**src/rtl/checksummed_ring_counter_store_defines.svh**
```systemverilog
// assertion macros shared by the ring counter store
`ifndef CHECKSUMMED_RING_COUNTER_STORE_DEFINES_SVH
`define CHECKSUMMED_RING_COUNTER_STORE_DEFINES_SVH

// condition that holds at every edge out of reset
`define CRCS_ASSERT_ALWAYS(lbl, cond, msg) \
  lbl: assert property (@(posedge clk_i) disable iff (!rst_ni) (cond)) else $error(msg);

// same-cycle implication
`define CRCS_ASSERT_IMP(lbl, ante, cons, msg) \
  lbl: assert property (@(posedge clk_i) disable iff (!rst_ni) (ante) |-> (cons)) \
    else $error(msg);

`endif

```
**src/rtl/crcs_pkg.sv**
```systemverilog
`timescale 1ns / 1ps
package crcs_pkg;

  localparam int unsigned SlotCount  = 8;
  localparam logic [31:0] KmBound    = 32'd4294967;
  localparam logic [9:0]  KmScale    = 10'd1000;
  localparam logic [31:0] LimitReset = 32'd999999999;

  // action codes
  localparam logic [1:0] ActSave    = 2'd0;
  localparam logic [1:0] ActRecover = 2'd1;
  localparam logic [1:0] ActDiag    = 2'd2;
  localparam logic [1:0] ActLoad    = 2'd3;

  // microprogram step addresses
  localparam int unsigned PcW = 4;
  localparam logic [PcW-1:0] StepDispatch = 4'd0;
  localparam logic [PcW-1:0] StepSave     = 4'd1;
  localparam logic [PcW-1:0] StepLoad     = 4'd2;
  localparam logic [PcW-1:0] StepScanInit = 4'd3;
  localparam logic [PcW-1:0] StepScan     = 4'd4;
  localparam logic [PcW-1:0] StepRecDone  = 4'd5;
  localparam logic [PcW-1:0] StepMul      = 4'd6;
  localparam logic [PcW-1:0] StepDiagChk  = 4'd7;
  localparam logic [PcW-1:0] StepDiagW1   = 4'd8;
  localparam logic [PcW-1:0] StepDiagW2   = 4'd9;
  localparam logic [PcW-1:0] StepFinish   = 4'd10;

  typedef enum logic [3:0] {
    OP_NOP,
    OP_SAVE,
    OP_LOAD,
    OP_SCAN_INIT,
    OP_SCAN_STEP,
    OP_REC_DONE,
    OP_MUL,
    OP_DIAG_REJECT,
    OP_DIAG_W1,
    OP_DIAG_W2,
    OP_FINISH
  } crcs_op_e;

  typedef enum logic [2:0] {
    COND_NEXT,
    COND_JUMP,
    COND_DISPATCH,
    COND_SCAN_MORE,
    COND_IF_RECOVER,
    COND_IF_REJECT,
    COND_WAIT_OUT
  } crcs_cond_e;

  typedef struct packed {
    crcs_op_e       op;
    crcs_cond_e     cond;
    logic [PcW-1:0] target;
  } crcs_ucode_t;

  typedef struct packed {
    crcs_op_e op;
    logic     accept;
  } crcs_ctrl_t;

  typedef struct packed {
    logic scan_last;
    logic is_recover;
    logic diag_ok;
    logic out_free;
  } crcs_stat_t;

  function automatic crcs_ucode_t ucode_rom(input logic [PcW-1:0] pc);
    crcs_ucode_t w;
    w = '{op: OP_NOP, cond: COND_DISPATCH, target: StepDispatch};
    unique case (pc)
      StepDispatch: w = '{op: OP_NOP,         cond: COND_DISPATCH,   target: StepDispatch};
      StepSave:     w = '{op: OP_SAVE,        cond: COND_JUMP,       target: StepFinish};
      StepLoad:     w = '{op: OP_LOAD,        cond: COND_JUMP,       target: StepFinish};
      StepScanInit: w = '{op: OP_SCAN_INIT,   cond: COND_NEXT,       target: StepDispatch};
      StepScan:     w = '{op: OP_SCAN_STEP,   cond: COND_SCAN_MORE,  target: StepScan};
      StepRecDone:  w = '{op: OP_REC_DONE,    cond: COND_IF_RECOVER, target: StepFinish};
      StepMul:      w = '{op: OP_MUL,         cond: COND_NEXT,       target: StepDispatch};
      StepDiagChk:  w = '{op: OP_DIAG_REJECT, cond: COND_IF_REJECT,  target: StepFinish};
      StepDiagW1:   w = '{op: OP_DIAG_W1,     cond: COND_NEXT,       target: StepDispatch};
      StepDiagW2:   w = '{op: OP_DIAG_W2,     cond: COND_NEXT,       target: StepDispatch};
      StepFinish:   w = '{op: OP_FINISH,      cond: COND_WAIT_OUT,   target: StepDispatch};
      default:      w = '{op: OP_NOP,         cond: COND_JUMP,       target: StepDispatch};
    endcase
    return w;
  endfunction

  function automatic logic [PcW-1:0] dispatch_rom(input logic [1:0] action);
    logic [PcW-1:0] t;
    t = StepDispatch;
    unique case (action)
      ActSave:    t = StepSave;
      ActRecover: t = StepScanInit;
      ActDiag:    t = StepScanInit;
      ActLoad:    t = StepLoad;
      default:    t = StepDispatch;
    endcase
    return t;
  endfunction

  // two's complement of the byte sum
  function automatic logic [7:0] check_of(input logic [31:0] v);
    logic [7:0] s;
    s = v[7:0] + v[15:8] + v[23:16] + v[31:24];
    return 8'(8'd0 - s);
  endfunction

endpackage

```
**src/rtl/crcs_in_if.sv**
```systemverilog
`timescale 1ns / 1ps
interface crcs_in_if;
  logic        valid;
  logic        ready;
  logic [1:0]  action;
  logic [31:0] distance_in;
  logic [23:0] kilometres_in;
  logic [2:0]  slot_select;
  logic [7:0]  check_in;

  modport source (
    output valid, action, distance_in, kilometres_in, slot_select, check_in,
    input  ready
  );
  modport sink (
    input  valid, action, distance_in, kilometres_in, slot_select, check_in,
    output ready
  );
endinterface

```
**src/rtl/crcs_out_if.sv**
```systemverilog
`timescale 1ns / 1ps
interface crcs_out_if;
  logic        valid;
  logic        ready;
  logic [31:0] distance_out;
  logic [2:0]  slot_out;
  logic        found;
  logic        accepted;
  logic [7:0]  check_out;

  modport source (
    output valid, distance_out, slot_out, found, accepted, check_out,
    input  ready
  );
  modport sink (
    input  valid, distance_out, slot_out, found, accepted, check_out,
    output ready
  );
endinterface

```
**src/rtl/crcs_seq.sv**
```systemverilog
`timescale 1ns / 1ps
module crcs_seq (
  input  logic                 clk_i,
  input  logic                 rst_ni,
  input  logic                 in_valid_i,
  input  logic [1:0]           action_i,
  input  crcs_pkg::crcs_stat_t stat_i,
  output logic                 in_ready_o,
  output crcs_pkg::crcs_ctrl_t ctrl_o
);

  logic [crcs_pkg::PcW-1:0] pc_q, pc_d, pc_inc;
  crcs_pkg::crcs_ucode_t    word;

  assign word   = crcs_pkg::ucode_rom(pc_q);
  assign pc_inc = pc_q + crcs_pkg::PcW'(1);

  always_comb begin
    pc_d = pc_q;
    unique case (word.cond)
      crcs_pkg::COND_NEXT:     pc_d = pc_inc;
      crcs_pkg::COND_JUMP:     pc_d = word.target;
      crcs_pkg::COND_DISPATCH: begin
        if (in_valid_i) begin
          pc_d = crcs_pkg::dispatch_rom(action_i);
        end
      end
      crcs_pkg::COND_SCAN_MORE:  pc_d = stat_i.scan_last ? pc_inc : word.target;
      crcs_pkg::COND_IF_RECOVER: pc_d = stat_i.is_recover ? word.target : pc_inc;
      crcs_pkg::COND_IF_REJECT:  pc_d = stat_i.diag_ok ? pc_inc : word.target;
      crcs_pkg::COND_WAIT_OUT:   pc_d = stat_i.out_free ? word.target : pc_q;
      default:                   pc_d = crcs_pkg::StepDispatch;
    endcase
  end

  always_ff @(posedge clk_i or negedge rst_ni) begin
    if (!rst_ni) begin
      pc_q <= crcs_pkg::StepDispatch;
    end else begin
      pc_q <= pc_d;
    end
  end

  assign in_ready_o    = (word.cond == crcs_pkg::COND_DISPATCH);
  assign ctrl_o.op     = word.op;
  assign ctrl_o.accept = in_valid_i && in_ready_o;

endmodule

```
**src/rtl/crcs_dpath.sv**
```systemverilog
`timescale 1ns / 1ps
`include "checksummed_ring_counter_store_defines.svh"
module crcs_dpath #(
  parameter int unsigned SLOT_COUNT = crcs_pkg::SlotCount
) (
  input  logic                 clk_i,
  input  logic                 rst_ni,
  input  logic                 cfg_we_i,
  input  logic [31:0]          cfg_wdata_i,
  input  logic [1:0]           action_i,
  input  logic [31:0]          distance_in_i,
  input  logic [23:0]          kilometres_in_i,
  input  logic [2:0]           slot_select_i,
  input  logic [7:0]           check_in_i,
  input  crcs_pkg::crcs_ctrl_t ctrl_i,
  output crcs_pkg::crcs_stat_t stat_o,
  crcs_out_if.source           out_o
);

  localparam int unsigned IW = $clog2(SLOT_COUNT);
  localparam logic [IW-1:0] LastIdx = IW'(SLOT_COUNT - 1);

  function automatic logic [IW-1:0] next_slot(input logic [IW-1:0] s);
    return (s == LastIdx) ? '0 : s + IW'(1);
  endfunction

  // slot memory with per-entry valid flags, unwritten entries read as zero
  logic [31:0]           slot_val_mem [SLOT_COUNT];
  logic [7:0]            slot_chk_mem [SLOT_COUNT];
  logic [SLOT_COUNT-1:0] valid_q;
  logic [31:0]           rd_val_q;
  logic [7:0]            rd_chk_q;
  logic                  rd_vld_q;
  logic [IW-1:0]         rd_addr, wr_addr;
  logic                  wr_en;
  logic [31:0]           wr_val;
  logic [7:0]            wr_chk;

  logic [31:0]   limit_q;
  logic [1:0]    action_q;
  logic [31:0]   dist_q;
  logic [23:0]   km_q;
  logic [2:0]    sel_q;
  logic [7:0]    chk_q;

  logic [IW-1:0] ws_q, ws_d;
  logic [IW-1:0] idx_q, idx_d;
  logic [31:0]   best_q, best_d;
  logic          found_q, found_d;
  logic [31:0]   nv_q, nv_d;
  logic          km_ok_q, km_ok_d;
  logic [33:0]   prod;

  logic [31:0]   res_dist_q, res_dist_d;
  logic          res_found_q, res_found_d;
  logic          res_acc_q, res_acc_d;
  logic [7:0]    res_chk_q, res_chk_d;

  logic          out_valid_q;
  logic [31:0]   out_dist_q;
  logic [2:0]    out_slot_q;
  logic          out_found_q, out_acc_q;
  logic [7:0]    out_chk_q;
  logic          out_free;

  logic [31:0]   cur_val, sel_ext, ws_ext;
  logic [7:0]    cur_chk;
  logic          hit, sel_ok;
  logic [IW-1:0] ws_next;

  assign cur_val = rd_vld_q ? rd_val_q : '0;
  assign cur_chk = rd_vld_q ? rd_chk_q : '0;
  assign hit     = (cur_chk == crcs_pkg::check_of(cur_val)) && (cur_val > best_q)
                   && (cur_val <= limit_q);
  assign sel_ext = 32'(sel_q);
  assign sel_ok  = sel_ext < 32'(SLOT_COUNT);
  assign ws_next = next_slot(ws_q);
  assign prod    = 34'(km_q) * 34'(crcs_pkg::KmScale);
  assign out_free = !out_valid_q || out_o.ready;
  assign rd_addr = (ctrl_i.op == crcs_pkg::OP_SCAN_INIT) ? '0 : next_slot(idx_q);

  always_comb begin
    ws_d        = ws_q;
    idx_d       = idx_q;
    best_d      = best_q;
    found_d     = found_q;
    nv_d        = nv_q;
    km_ok_d     = km_ok_q;
    res_dist_d  = res_dist_q;
    res_found_d = res_found_q;
    res_acc_d   = res_acc_q;
    res_chk_d   = res_chk_q;
    wr_en       = 1'b0;
    wr_addr     = ws_next;
    wr_val      = dist_q;
    wr_chk      = crcs_pkg::check_of(dist_q);
    unique case (ctrl_i.op)
      crcs_pkg::OP_SAVE: begin
        wr_en       = 1'b1;
        ws_d        = ws_next;
        res_dist_d  = dist_q;
        res_found_d = 1'b0;
        res_acc_d   = 1'b1;
        res_chk_d   = crcs_pkg::check_of(dist_q);
      end
      crcs_pkg::OP_LOAD: begin
        wr_en       = sel_ok;
        wr_addr     = IW'(sel_ext);
        wr_chk      = chk_q;
        res_dist_d  = dist_q;
        res_found_d = 1'b0;
        res_acc_d   = sel_ok;
        res_chk_d   = sel_ok ? chk_q : 8'd0;
      end
      crcs_pkg::OP_SCAN_INIT: begin
        idx_d   = '0;
        best_d  = '0;
        found_d = 1'b0;
      end
      crcs_pkg::OP_SCAN_STEP: begin
        idx_d = next_slot(idx_q);
        if (hit) begin
          best_d  = cur_val;
          ws_d    = idx_q;
          found_d = 1'b1;
        end
      end
      crcs_pkg::OP_REC_DONE: begin
        res_dist_d  = best_q;
        res_found_d = found_q;
        res_acc_d   = 1'b1;
        res_chk_d   = 8'd0;
      end
      crcs_pkg::OP_MUL: begin
        nv_d    = prod[31:0];
        km_ok_d = 32'(km_q) < crcs_pkg::KmBound;
      end
      crcs_pkg::OP_DIAG_REJECT: begin
        res_dist_d  = '0;
        res_found_d = 1'b0;
        res_acc_d   = 1'b0;
        res_chk_d   = 8'd0;
      end
      crcs_pkg::OP_DIAG_W1: begin
        wr_en       = 1'b1;
        wr_val      = nv_q;
        wr_chk      = crcs_pkg::check_of(nv_q);
        ws_d        = ws_next;
        res_dist_d  = nv_q;
        res_found_d = 1'b0;
        res_acc_d   = 1'b1;
        res_chk_d   = crcs_pkg::check_of(nv_q);
      end
      crcs_pkg::OP_DIAG_W2: begin
        wr_en  = 1'b1;
        wr_val = nv_q;
        wr_chk = crcs_pkg::check_of(nv_q);
        // pointer ends on the lower of the two written slots
        ws_d   = (ws_next < ws_q) ? ws_next : ws_q;
      end
      default: begin
      end
    endcase
  end

  always_ff @(posedge clk_i) begin
    if (wr_en) begin
      slot_val_mem[wr_addr] <= wr_val;
      slot_chk_mem[wr_addr] <= wr_chk;
    end
    rd_val_q <= slot_val_mem[rd_addr];
    rd_chk_q <= slot_chk_mem[rd_addr];
    rd_vld_q <= valid_q[rd_addr];
  end

  always_ff @(posedge clk_i or negedge rst_ni) begin
    if (!rst_ni) begin
      valid_q     <= '0;
      limit_q     <= crcs_pkg::LimitReset;
      ws_q        <= '0;
      out_valid_q <= 1'b0;
    end else begin
      if (wr_en) begin
        valid_q[wr_addr] <= 1'b1;
      end
      if (cfg_we_i) begin
        limit_q <= cfg_wdata_i;
      end
      ws_q <= ws_d;
      if (ctrl_i.op == crcs_pkg::OP_FINISH && out_free) begin
        out_valid_q <= 1'b1;
      end else if (out_o.ready) begin
        out_valid_q <= 1'b0;
      end
    end
  end

  always_ff @(posedge clk_i) begin
    if (ctrl_i.accept) begin
      action_q <= action_i;
      dist_q   <= distance_in_i;
      km_q     <= kilometres_in_i;
      sel_q    <= slot_select_i;
      chk_q    <= check_in_i;
    end
    idx_q       <= idx_d;
    best_q      <= best_d;
    found_q     <= found_d;
    nv_q        <= nv_d;
    km_ok_q     <= km_ok_d;
    res_dist_q  <= res_dist_d;
    res_found_q <= res_found_d;
    res_acc_q   <= res_acc_d;
    res_chk_q   <= res_chk_d;
    if (ctrl_i.op == crcs_pkg::OP_FINISH && out_free) begin
      out_dist_q  <= res_dist_q;
      out_slot_q  <= ws_ext[2:0];
      out_found_q <= res_found_q;
      out_acc_q   <= res_acc_q;
      out_chk_q   <= res_chk_q;
    end
  end

  assign ws_ext = 32'(ws_q);

  assign stat_o.scan_last  = (idx_q == LastIdx);
  assign stat_o.is_recover = (action_q == crcs_pkg::ActRecover);
  assign stat_o.diag_ok    = km_ok_q && (best_q < nv_q) && (nv_q <= limit_q);
  assign stat_o.out_free   = out_free;

  assign out_o.valid        = out_valid_q;
  assign out_o.distance_out = out_dist_q;
  assign out_o.slot_out     = out_slot_q;
  assign out_o.found        = out_found_q;
  assign out_o.accepted     = out_acc_q;
  assign out_o.check_out    = out_chk_q;

  `CRCS_ASSERT_ALWAYS(a_ws_range, ws_q <= LastIdx, "write slot out of range")
  `CRCS_ASSERT_IMP(a_found_nonzero, out_valid_q && out_found_q, out_dist_q != 32'd0,
                   "found result with zero distance")
  `CRCS_ASSERT_IMP(a_found_acc, out_valid_q && out_found_q, out_acc_q,
                   "found result not marked accepted")
  `CRCS_ASSERT_IMP(a_reject_chk, out_valid_q && !out_acc_q, out_chk_q == 8'd0,
                   "rejected beat carries a check byte")

endmodule

```
**src/rtl/checksummed_ring_counter_store.sv**
```systemverilog
`timescale 1ns / 1ps
// Ring of SLOT_COUNT checksummed distance slots with save, recover, diagnostic set
// and raw load actions, one result beat per input beat. A recover and a diagnostic set
// run the recovery scan, which reads one slot from the slot memory per cycle under
// the microprogram, so they take longer than a save or load. A result waits in the
// output register while the next beat is taken.
module checksummed_ring_counter_store #(
  parameter int unsigned SLOT_COUNT = crcs_pkg::SlotCount
) (
  input  logic        clk_i,
  input  logic        rst_ni,
  input  logic        cfg_we_i,
  input  logic [31:0] cfg_wdata_i,
  crcs_in_if.sink     in_i,
  crcs_out_if.source  out_o
);

  crcs_pkg::crcs_ctrl_t ctrl;
  crcs_pkg::crcs_stat_t stat;
  logic                 in_ready;

  assign in_i.ready = in_ready;

  crcs_seq u_seq (
    .clk_i      (clk_i),
    .rst_ni     (rst_ni),
    .in_valid_i (in_i.valid),
    .action_i   (in_i.action),
    .stat_i     (stat),
    .in_ready_o (in_ready),
    .ctrl_o     (ctrl)
  );

  crcs_dpath #(
    .SLOT_COUNT (SLOT_COUNT)
  ) u_dpath (
    .clk_i           (clk_i),
    .rst_ni          (rst_ni),
    .cfg_we_i        (cfg_we_i),
    .cfg_wdata_i     (cfg_wdata_i),
    .action_i        (in_i.action),
    .distance_in_i   (in_i.distance_in),
    .kilometres_in_i (in_i.kilometres_in),
    .slot_select_i   (in_i.slot_select),
    .check_in_i      (in_i.check_in),
    .ctrl_i          (ctrl),
    .stat_o          (stat),
    .out_o           (out_o)
  );

endmodule
```
**src/flat_wrapper.sv**
```systemverilog
// flat-port wrapper written by rule: the top's interface ports become plain ports
module checksummed_ring_counter_store_flat 
#(
  parameter int unsigned SLOT_COUNT = crcs_pkg::SlotCount
)
  (clk_i, rst_ni, cfg_we_i, cfg_wdata_i, in_i_valid, in_i_action, in_i_distance_in, in_i_kilometres_in, in_i_slot_select, in_i_check_in, in_i_ready, out_o_valid, out_o_distance_out, out_o_slot_out, out_o_found, out_o_accepted, out_o_check_out, out_o_ready);
  crcs_in_if in_i_i ();
  crcs_out_if out_o_i ();
  input  logic clk_i;
  input  logic rst_ni;
  input  logic cfg_we_i;
  input  logic [31:0] cfg_wdata_i;
  input wire logic [$bits(in_i_i.valid)-1:0] in_i_valid;
  input wire logic [$bits(in_i_i.action)-1:0] in_i_action;
  input wire logic [$bits(in_i_i.distance_in)-1:0] in_i_distance_in;
  input wire logic [$bits(in_i_i.kilometres_in)-1:0] in_i_kilometres_in;
  input wire logic [$bits(in_i_i.slot_select)-1:0] in_i_slot_select;
  input wire logic [$bits(in_i_i.check_in)-1:0] in_i_check_in;
  output wire logic [$bits(in_i_i.ready)-1:0] in_i_ready;
  output wire logic [$bits(out_o_i.valid)-1:0] out_o_valid;
  output wire logic [$bits(out_o_i.distance_out)-1:0] out_o_distance_out;
  output wire logic [$bits(out_o_i.slot_out)-1:0] out_o_slot_out;
  output wire logic [$bits(out_o_i.found)-1:0] out_o_found;
  output wire logic [$bits(out_o_i.accepted)-1:0] out_o_accepted;
  output wire logic [$bits(out_o_i.check_out)-1:0] out_o_check_out;
  input wire logic [$bits(out_o_i.ready)-1:0] out_o_ready;
  assign in_i_i.valid = in_i_valid;
  assign in_i_i.action = in_i_action;
  assign in_i_i.distance_in = in_i_distance_in;
  assign in_i_i.kilometres_in = in_i_kilometres_in;
  assign in_i_i.slot_select = in_i_slot_select;
  assign in_i_i.check_in = in_i_check_in;
  assign in_i_ready = in_i_i.ready;
  assign out_o_valid = out_o_i.valid;
  assign out_o_distance_out = out_o_i.distance_out;
  assign out_o_slot_out = out_o_i.slot_out;
  assign out_o_found = out_o_i.found;
  assign out_o_accepted = out_o_i.accepted;
  assign out_o_check_out = out_o_i.check_out;
  assign out_o_i.ready = out_o_ready;
  checksummed_ring_counter_store #(.SLOT_COUNT(SLOT_COUNT)) u_core (.clk_i(clk_i), .rst_ni(rst_ni), .cfg_we_i(cfg_we_i), .cfg_wdata_i(cfg_wdata_i), .in_i(in_i_i), .out_o(out_o_i));
endmodule
```
**config.mk**
```make
export PLATFORM = sky130hd
export DESIGN_NAME = checksummed_ring_counter_store_flat
export DESIGN_NICKNAME = d
export VERILOG_FILES = /design/src/rtl/crcs_pkg.sv /design/src/rtl/crcs_in_if.sv /design/src/rtl/crcs_out_if.sv /design/src/rtl/crcs_seq.sv /design/src/rtl/crcs_dpath.sv /design/src/rtl/checksummed_ring_counter_store.sv /design/src/flat_wrapper.sv
export VERILOG_INCLUDE_DIRS = /design/src /design/src/rtl
export SDC_FILE = /design/constraint.sdc
export NUM_CORES = 1
export LEC_CHECK = 0
export ABC_AREA = 1
export BUFFER_PORTS_ARGS = -buffer_cell sky130_fd_sc_hd__buf_4
export CORE_MARGIN = 4
export CORE_UTILIZATION = 60
export CTS_CLUSTER_DIAMETER = 60
export CTS_CLUSTER_SIZE = 8
export DETAILED_ROUTE_END_ITERATION = 12
export GPL_ROUTABILITY_DRIVEN = 0
export MAX_ROUTING_LAYER = met4
export PLACE_DENSITY = 0.78
export SLEW_MARGIN = 20
export SYNTH_ARGS = -nofsm -noshare
export SYNTH_HDL_FRONTEND = slang
export SYNTH_SLANG_ARGS = --single-unit
```
**constraint.sdc**
```tcl
create_clock -name clk_i -period 10.7 [get_ports clk_i]
set_input_delay 1.07 -clock clk_i [delete_from_list [all_inputs] [get_ports clk_i]]
set_output_delay 1.07 -clock clk_i [all_outputs]
set_load 0.01 [all_outputs]
```
==> run_results.csv, run 1 <==
group,metric,value,unit
die,pin_count,153,
setup_path,required,10.96,ns
layout,diodes,0,
yosys,synth-xor-area-share,1.219,%
clock_network,root_buffer,"clkbuf_16",
yosys,synth_fp_nets,3423,
yosys,synth_fa_ha_area_share,16.79,%
die,fp.dieW,242.7,um
timing,tightest_slew,1.287,ns
die,rows,85,
yosys,synth_compound_area_share,10.34,%
route,drc,0,
place,portBuffers,152,
clock_network,cts_tree,"yes",
clock_network,cts_hold_buf,0,
clock_network,clk_path_buf_depth,3,
hold_path,hold_class,"reg2reg",
yosys,yosysSeqAreaShare,55.44,%
route,dr.pass1.iters,6,
clock_network,clk_pin_slew,0.05,ns
route,routed-wl-met3,8171,um
setup_path,slowest_delay,0.52,ns
timing,hold_violations,0,
timing,rsz0062_at_grt,"no",
die,core_area,0.05413,sq mm
grt,grt_use_total,30.33,%
grt,overflow,0,
yosys,synth-simple-area-share,10.72,%
route,met2_length,41350,um
layout,n_fill_cell,3576,
yosys,syn_inst,2949,
timing,holdWs,0.4148,ns
timing,setup_tns,0,ns
timing,maxSlewHeadroom,13.32,%
clock_network,clkLatencyLatePin,0.66,ns
die,dieHeight,242.7,um
clock_network,cts_max_level,3,
clock_network,postCtsSetupBuffers,0,
timing,slew_viol_final,0,
flow_run,max_cap_viol_count,0,
place,dp_cells,3730,
grt,grt_pass1_wl,133900,um
route,wl_met1,33530,um
yosys,ys_warn_count,0,
route,avgViaCountPerCell,6.006,
grt,grt_pass1_vias,23523,
yosys,synth_top_family_by_area,"adder cells",
grt,grt_max_degree,84,
setup_path,endpoint_kind,"flip-flop",
setup_path,cp-start-kind,"flip-flop",
timing,fin_crit_sh,46.08,%
timing,fin_worst_skew,0.04521,ns
clock_network,cts.sinks,631,
die,die_area,0.05891,sq mm
timing,period_minus_slack,4.931,ns
clock_network,cts_buffers,91,
status,status,"finished, final reports clean",
grt,antenna_found_initial,0,
setup_path,crit_arrival,5.20,ns
yosys,synthMuxAreaShare,0,%
yosys,ys_ff_latch,631,
timing,fmax,0.2028,GHz
yosys,synth_area,0.03305,sq mm
setup_path,path_class,"reg2reg",
route,ant_nets,0,
layout,drive_above_1_share,11.04,%
setup_path,cp_max_fo,44,
die,start_util,61.06,%
clock_network,ctsResizeCount,0,
route,first_iter_violations,2658,
route,top_layer,"met4",
setup_path,cp_cell_sequence,"buf_4, nand2_1, inv_1, ha_1, fa_1, inv_1, fa_1, ha_1, inv_1, fa_1, inv_1, nand3_1, a21o_1, nand2_1, nor2_1, nor2_1, nand4_1, nor2_1, nand2_1, nand2_1, buf_4",
yosys,synth_cell_types,52,
place,hpwlAfterDp,59950,um
setup_path,cp_slowest_cell,"fa_1",
yosys,synth.avg_cell_area,11.21,sq um
layout,finalNonFillerCells,3902,
route,via_count,23434,
route,wl_per_cell,22.54,um
layout,area_growth,13.95,%
timing,setup_viol,0,
layout,nets,3601,
route,drt-total-wl,87940,um
state kept, by name (all words and copies together), names as in the netlist, 24 cells and up:
name	count
u_core.u_dpath.best_q	32
u_core.u_dpath.dist_q	32
u_core.u_dpath.km_q	24
u_core.u_dpath.limit_q	32
u_core.u_dpath.nv_q	29
u_core.u_dpath.out_o.distance_out	32
u_core.u_dpath.rd_val_q	32
u_core.u_dpath.res_dist_q	32
u_core.u_dpath.slot_chk_mem	64
u_core.u_dpath.slot_val_mem	256
placed cells by master (no fill, tap or decap), types with 7 or more instances in the layout:
cell	instances
a21o_1	7
a21oi_1	151
buf_4	177
clkbuf_1	67
clkbuf_16	91
dfrtp_1	27
dfstp_2	21
dfxtp_1	41
edfxtp_1	542
fa_1	126
ha_1	242
inv_1	350
inv_2	10
nand2_1	425
nand3_1	52
nand4_1	12
nor2_1	319
nor2_4	16
nor3_1	12
o211ai_1	7
o21a_1	46
o21ai_0	246
o21ai_1	24
o221ai_1	78
or2_1	7
xnor2_1	21
xor2_1	25
kinds of logic (layout without fill, tap and decap cells):
group	after synthesis	in the layout
AO/OA/AOI/OAI	579	579
buffers and inverters	455	712
adder cells (fa/ha/maj)	368	368
AND/OR/NAND/NOR	870	870
flip-flops	631	631
XOR/XNOR	46	46
cells in the mapped netlist, drive strengths merged:
cell | n | area share [%]
o21a | 46 | 1.0
nand3b | 4 | 0.091
nand4 | 13 | 0.26
o221ai | 78 | 2.1
a31oi | 4 | 0.076
dfstp | 21 | 1.7
inv | 363 | 4.1
a211oi | 1 | 0.023
a21boi | 1 | 0.023
xor2 | 25 | 0.66
nand3 | 53 | 0.84
buf | 37 | 0.68
nor3 | 13 | 0.20
and2 | 1 | 0.019
a21o | 7 | 0.16
nor4 | 5 | 0.095
nand2 | 434 | 5.1
or2 | 10 | 0.19
nor2 | 336 | 4.0
a21oi | 153 | 2.4
fa | 126 | 7.6
xnor2 | 21 | 0.56
o22ai | 3 | 0.076
o211ai | 7 | 0.16
o31ai | 4 | 0.091
dfxtp | 41 | 2.5
ha | 242 | 9.2
dfrtp | 27 | 2.0
o21ai | 273 | 4.2
edfxtp | 542 | 49
o21bai | 2 | 0.045
nor3b | 1 | 0.023
clkbuf | 55 | 0.66
metal layers:
| metal | up-vias | global-route usage (%) |
|---|---|---|
| li1 | 10510 | - |
| met1 | 11266 | 39.17 |
| met2 | 1359 | 47.48 |
| met3 | 299 | 5.209 |
| met4 | 0 | 14.12 |
| met5 | - | - |
layout make-up:
| class | count | area, sq um | area share (%) |
|---|---|---|---|
| Clock buffer | 160 | 2556 | 6.787 |
| Inverter | 363 | 1370 | 3.638 |
| Tap cell | 696 | 870.8 | 2.312 |
| Sequential cell | 631 | 18320 | 48.65 |
| Timing Repair Buffer | 177 | 1329 | 3.528 |
| Multi-Input combinational cell | 1863 | 13000 | 34.53 |
| Clock inverter | 12 | 209.0 | 0.5548 |
critical path, delay by kind of cell, from the launching register on:
family,cells,cell delay (ns)
AOI/OAI and AO/OA,1,0.20
and+or+nand+nor,9,0.87
adders and majority gates,5,1.90
DFF,1,0.31
buffers and inverters,6,1.23
per-stage QoR:
stage	setup slack [ns]	utilization, %	instance area, sq um
finish	5.769	69.57	37660
global route	5.465	69.57	37660
CTS	5.883	69.57	37660
detailed placement	5.933	64.46	34900
global placement	6.096	64.46	34900
floorplan	5.595	-	33050
worst paths after layout:
path	from	end	slack [ns]	cells past startpoint
setup / recovery	u_core.u_dpath.rd_vld_q	u_core.u_dpath.best_q[29]	5.77	21
hold / removal	u_core.u_dpath.res_dist_q[12]	u_core.u_dpath.out_o.distance_out[12]	0.41	0
setup reg to reg	u_core.u_dpath.rd_vld_q	u_core.u_dpath.best_q[29]	5.77	21
hold reg to reg	u_core.u_dpath.res_dist_q[12]	u_core.u_dpath.out_o.distance_out[12]	0.41	0
max in group asynchronous	rst_ni	u_core.u_dpath.limit_q[16]	9.61	1
min in group asynchronous	rst_ni	u_core.u_dpath.valid_q[7]	0.52	1
Power of run 1 is not shown: default switching activity piles up to over one toggle a cycle in this logic, so the estimate is an artifact.
==> inputs of run 2 (changes only) <==
CORE_UTILIZATION = 56   (was 60)
PLACE_DENSITY = 0.77   (was 0.78)
clock period = 4.3 ns   (was 10.7 ns; I/O delays follow)
==> run 2 against run 1 <==
The flow now finishes with violations (negative setup slack). Worst setup slack got worse by 5.9 ns. Sequential cell count is the same. Non-clock buffer count rose by 163. Critical endpoint is now u_core.u_dpath.nv_q[31]. Global-route usage fell by 1.0 points. Clock skew about the same. Via count grew 5.3%. Sequential share of layout area is 2.7 points lower.
==> run_results.csv, run 2 (synthesis gave the netlist of run 1 again) <==
group,metric,value,unit
setup_path,cp_slowest_cell,"fa_1",
place,portBuffers,152,
die,dieHeight,250.9,um
clock_network,cts_buffers,90,
place,placed_area,0.03550,sq mm
die,rows,88,
status,status,"finished, violations left",
setup_path,cp-start-kind,"flip-flop",
route,drt-total-wl,94860,um
grt,antenna_found_initial,0,
setup_path,path_class,"reg2reg",
clock_network,cts_tree,"yes",
layout,drive_above_1_share,15.86,%
layout,nets,3767,
timing,holdWs,0.01633,ns
timing,slew_viol_final,0,
layout,reg.largest.list,"u_core.u_dpath.slot_val_mem (256), u_core.u_dpath.slot_chk_mem (64)",
timing,maxSlewHeadroom,17.44,%
timing,period_minus_slack,4.463,ns
die,start_util,56.96,%
setup_path,required,4.69,ns
layout,n_fill_cell,3740,
route,drc,0,
die,fp.dieW,250.9,um
hold_path,hold_class,"in2reg",
timing,fin_crit_sh,103.8,%
place,dp_cells,3848,
route,first_iter_violations,3008,
status,violations,"negative setup slack",
layout,area_growth,20.72,%
timing,fin_worst_skew,0.04551,ns
grt,grt_pass1_vias,24453,
place,hpwlAfterDp,61990,um
timing,rsz0062_at_grt,"yes",
grt,grt_max_degree,164,
setup_path,cp_num_buf_inv,1,
route,wl_per_cell,22.95,um
setup_path,crit_family,"adder cells",
setup_path,endpoint_kind,"flip-flop",
grt,grt_use_total,29.33,%
layout,fin_area,0.03990,sq mm
grt,grt_pass1_wl,139000,um
die,die_area,0.06297,sq mm
grt,overflow,0,
route,via_count,24677,
clock_network,clkLatencyLatePin,0.66,ns
layout,finalNonFillerCells,4133,
route,top_layer,"met4",
die,core_area,0.05803,sq mm
clock_network,clk_path_buf_depth,3,
clock_network,cts.sinks,631,
clock_network,root_buffer,"clkbuf_16",
flow_run,max_cap_viol_count,0,
setup_path,cp_cell_sequence,"buf_6, fa_1, fa_1, fa_1, fa_1, ha_4, a21oi_2, o21ai_1, a21oi_1, nand3_2, nand3_2, nand3_2, xor2_2",
timing,tightest_slew,1.225,ns
layout,largest_reg_flops,256,
setup_path,cpMostUsedCell,"fa_1",
clock_network,cts_max_level,3,
layout,diodes,0,
layout,final_common_cell,"edfxtp_1",
layout,fin_util,68.76,%
layout,regMostFlops,"u_core.u_dpath.slot_val_mem",
route,routed-wl-met3,9299,um
setup_path,slowest_delay,0.61,ns
timing,fin_ws,-0.1629,ns
layout,final_cell_mix,"542 x edfxtp_1, 400 x nand2_1, 335 x inv_1",
timing,hold_violations,0,
route,wl_met1,35410,um
setup_path,crit_arrival,4.85,ns
route,met2_length,45080,um
setup_path,cp_max_fo,6,
route,ant_nets,0,
timing,fmax,0.2241,GHz
timing,setup_viol,42,
clock_network,clk_pin_slew,0.05,ns
route,avgViaCountPerCell,5.971,
route,dr.pass1.iters,7,
die,pin_count,153,
run 2: repair_timing:
item,in CTS,in global routing
pin swaps,8,55
endpoints found under the setup margin,10,55
setup buffers,3,27
gates resized for setup,14,108
cloned,0,6
endpoints found under the hold margin,108,0
hold buffers,82,0
run 2: layout make-up:
class                      count  area (sq um)  share of cell area (%)
clock inverter                 9         198.9                  0.4986
inverter                     363          1375                   3.446
timing repair buffer         340          2928                   7.338
sequential                   631         18330                   45.93
clock buffer                 158          2539                   6.362
tap                          765         957.2                   2.399
multi-input combinational   1867         13580                   34.02
run 2: through the flow:
| step | setup slack [ns] | setup TNS, ns |
|---|---|---|
| 2_1_floorplan | 0.02847 | 0 |
| 6_report | -0.1629 | -1.749 |
| 5_1_grt | -0.2663 | -9.796 |
| 3_3_place_gp | 0.01437 | 0 |
| 3_5_place_dp | -0.1200 | -0.4778 |
| 4_1_cts | 0.003787 | 0 |
run 2: path summary, 6_finish.rpt:
kind                                         startpoint                                    to  cells after the start  slack, ns
setup / recovery                 u_core.u_dpath.km_q[7]               u_core.u_dpath.nv_q[31]                     13      -0.16
hold / removal                          cfg_wdata_i[11]            u_core.u_dpath.limit_q[11]                      3       0.02
setup reg to reg                 u_core.u_dpath.km_q[7]               u_core.u_dpath.nv_q[31]                     13      -0.16
hold reg to reg            u_core.u_dpath.res_dist_q[9]  u_core.u_dpath.out_o.distance_out[9]                      0       0.41
max in group asynchronous                        rst_ni            u_core.u_dpath.limit_q[16]                      2       3.32
min in group asynchronous                        rst_ni             u_core.u_dpath.valid_q[3]                      2       0.37
run 2: worst register-to-register path: cells and delay by family (launching register included):
family / cells / cell delay [ns]
AOI/OAI and AO/OA: 3 / 0.49
and+or+nand+nor: 3 / 0.33
DFF: 1 / 0.53
xor gates and xnor gates: 1 / 0.17
buffers and inverters: 1 / 0.18
adders and majority gates: 5 / 2.51
run 2: metal layers:
| layer | global-route usage [%] | vias to the layer above |
|---|---|---|
| met5 | - | - |
| met2 | 46.89 | 1530 |
| li1 | - | 10863 |
| met4 | 11.71 | 0 |
| met1 | 37.21 | 11924 |
| met3 | 5.928 | 360 |
Power of run 2 is left out for the same reason.
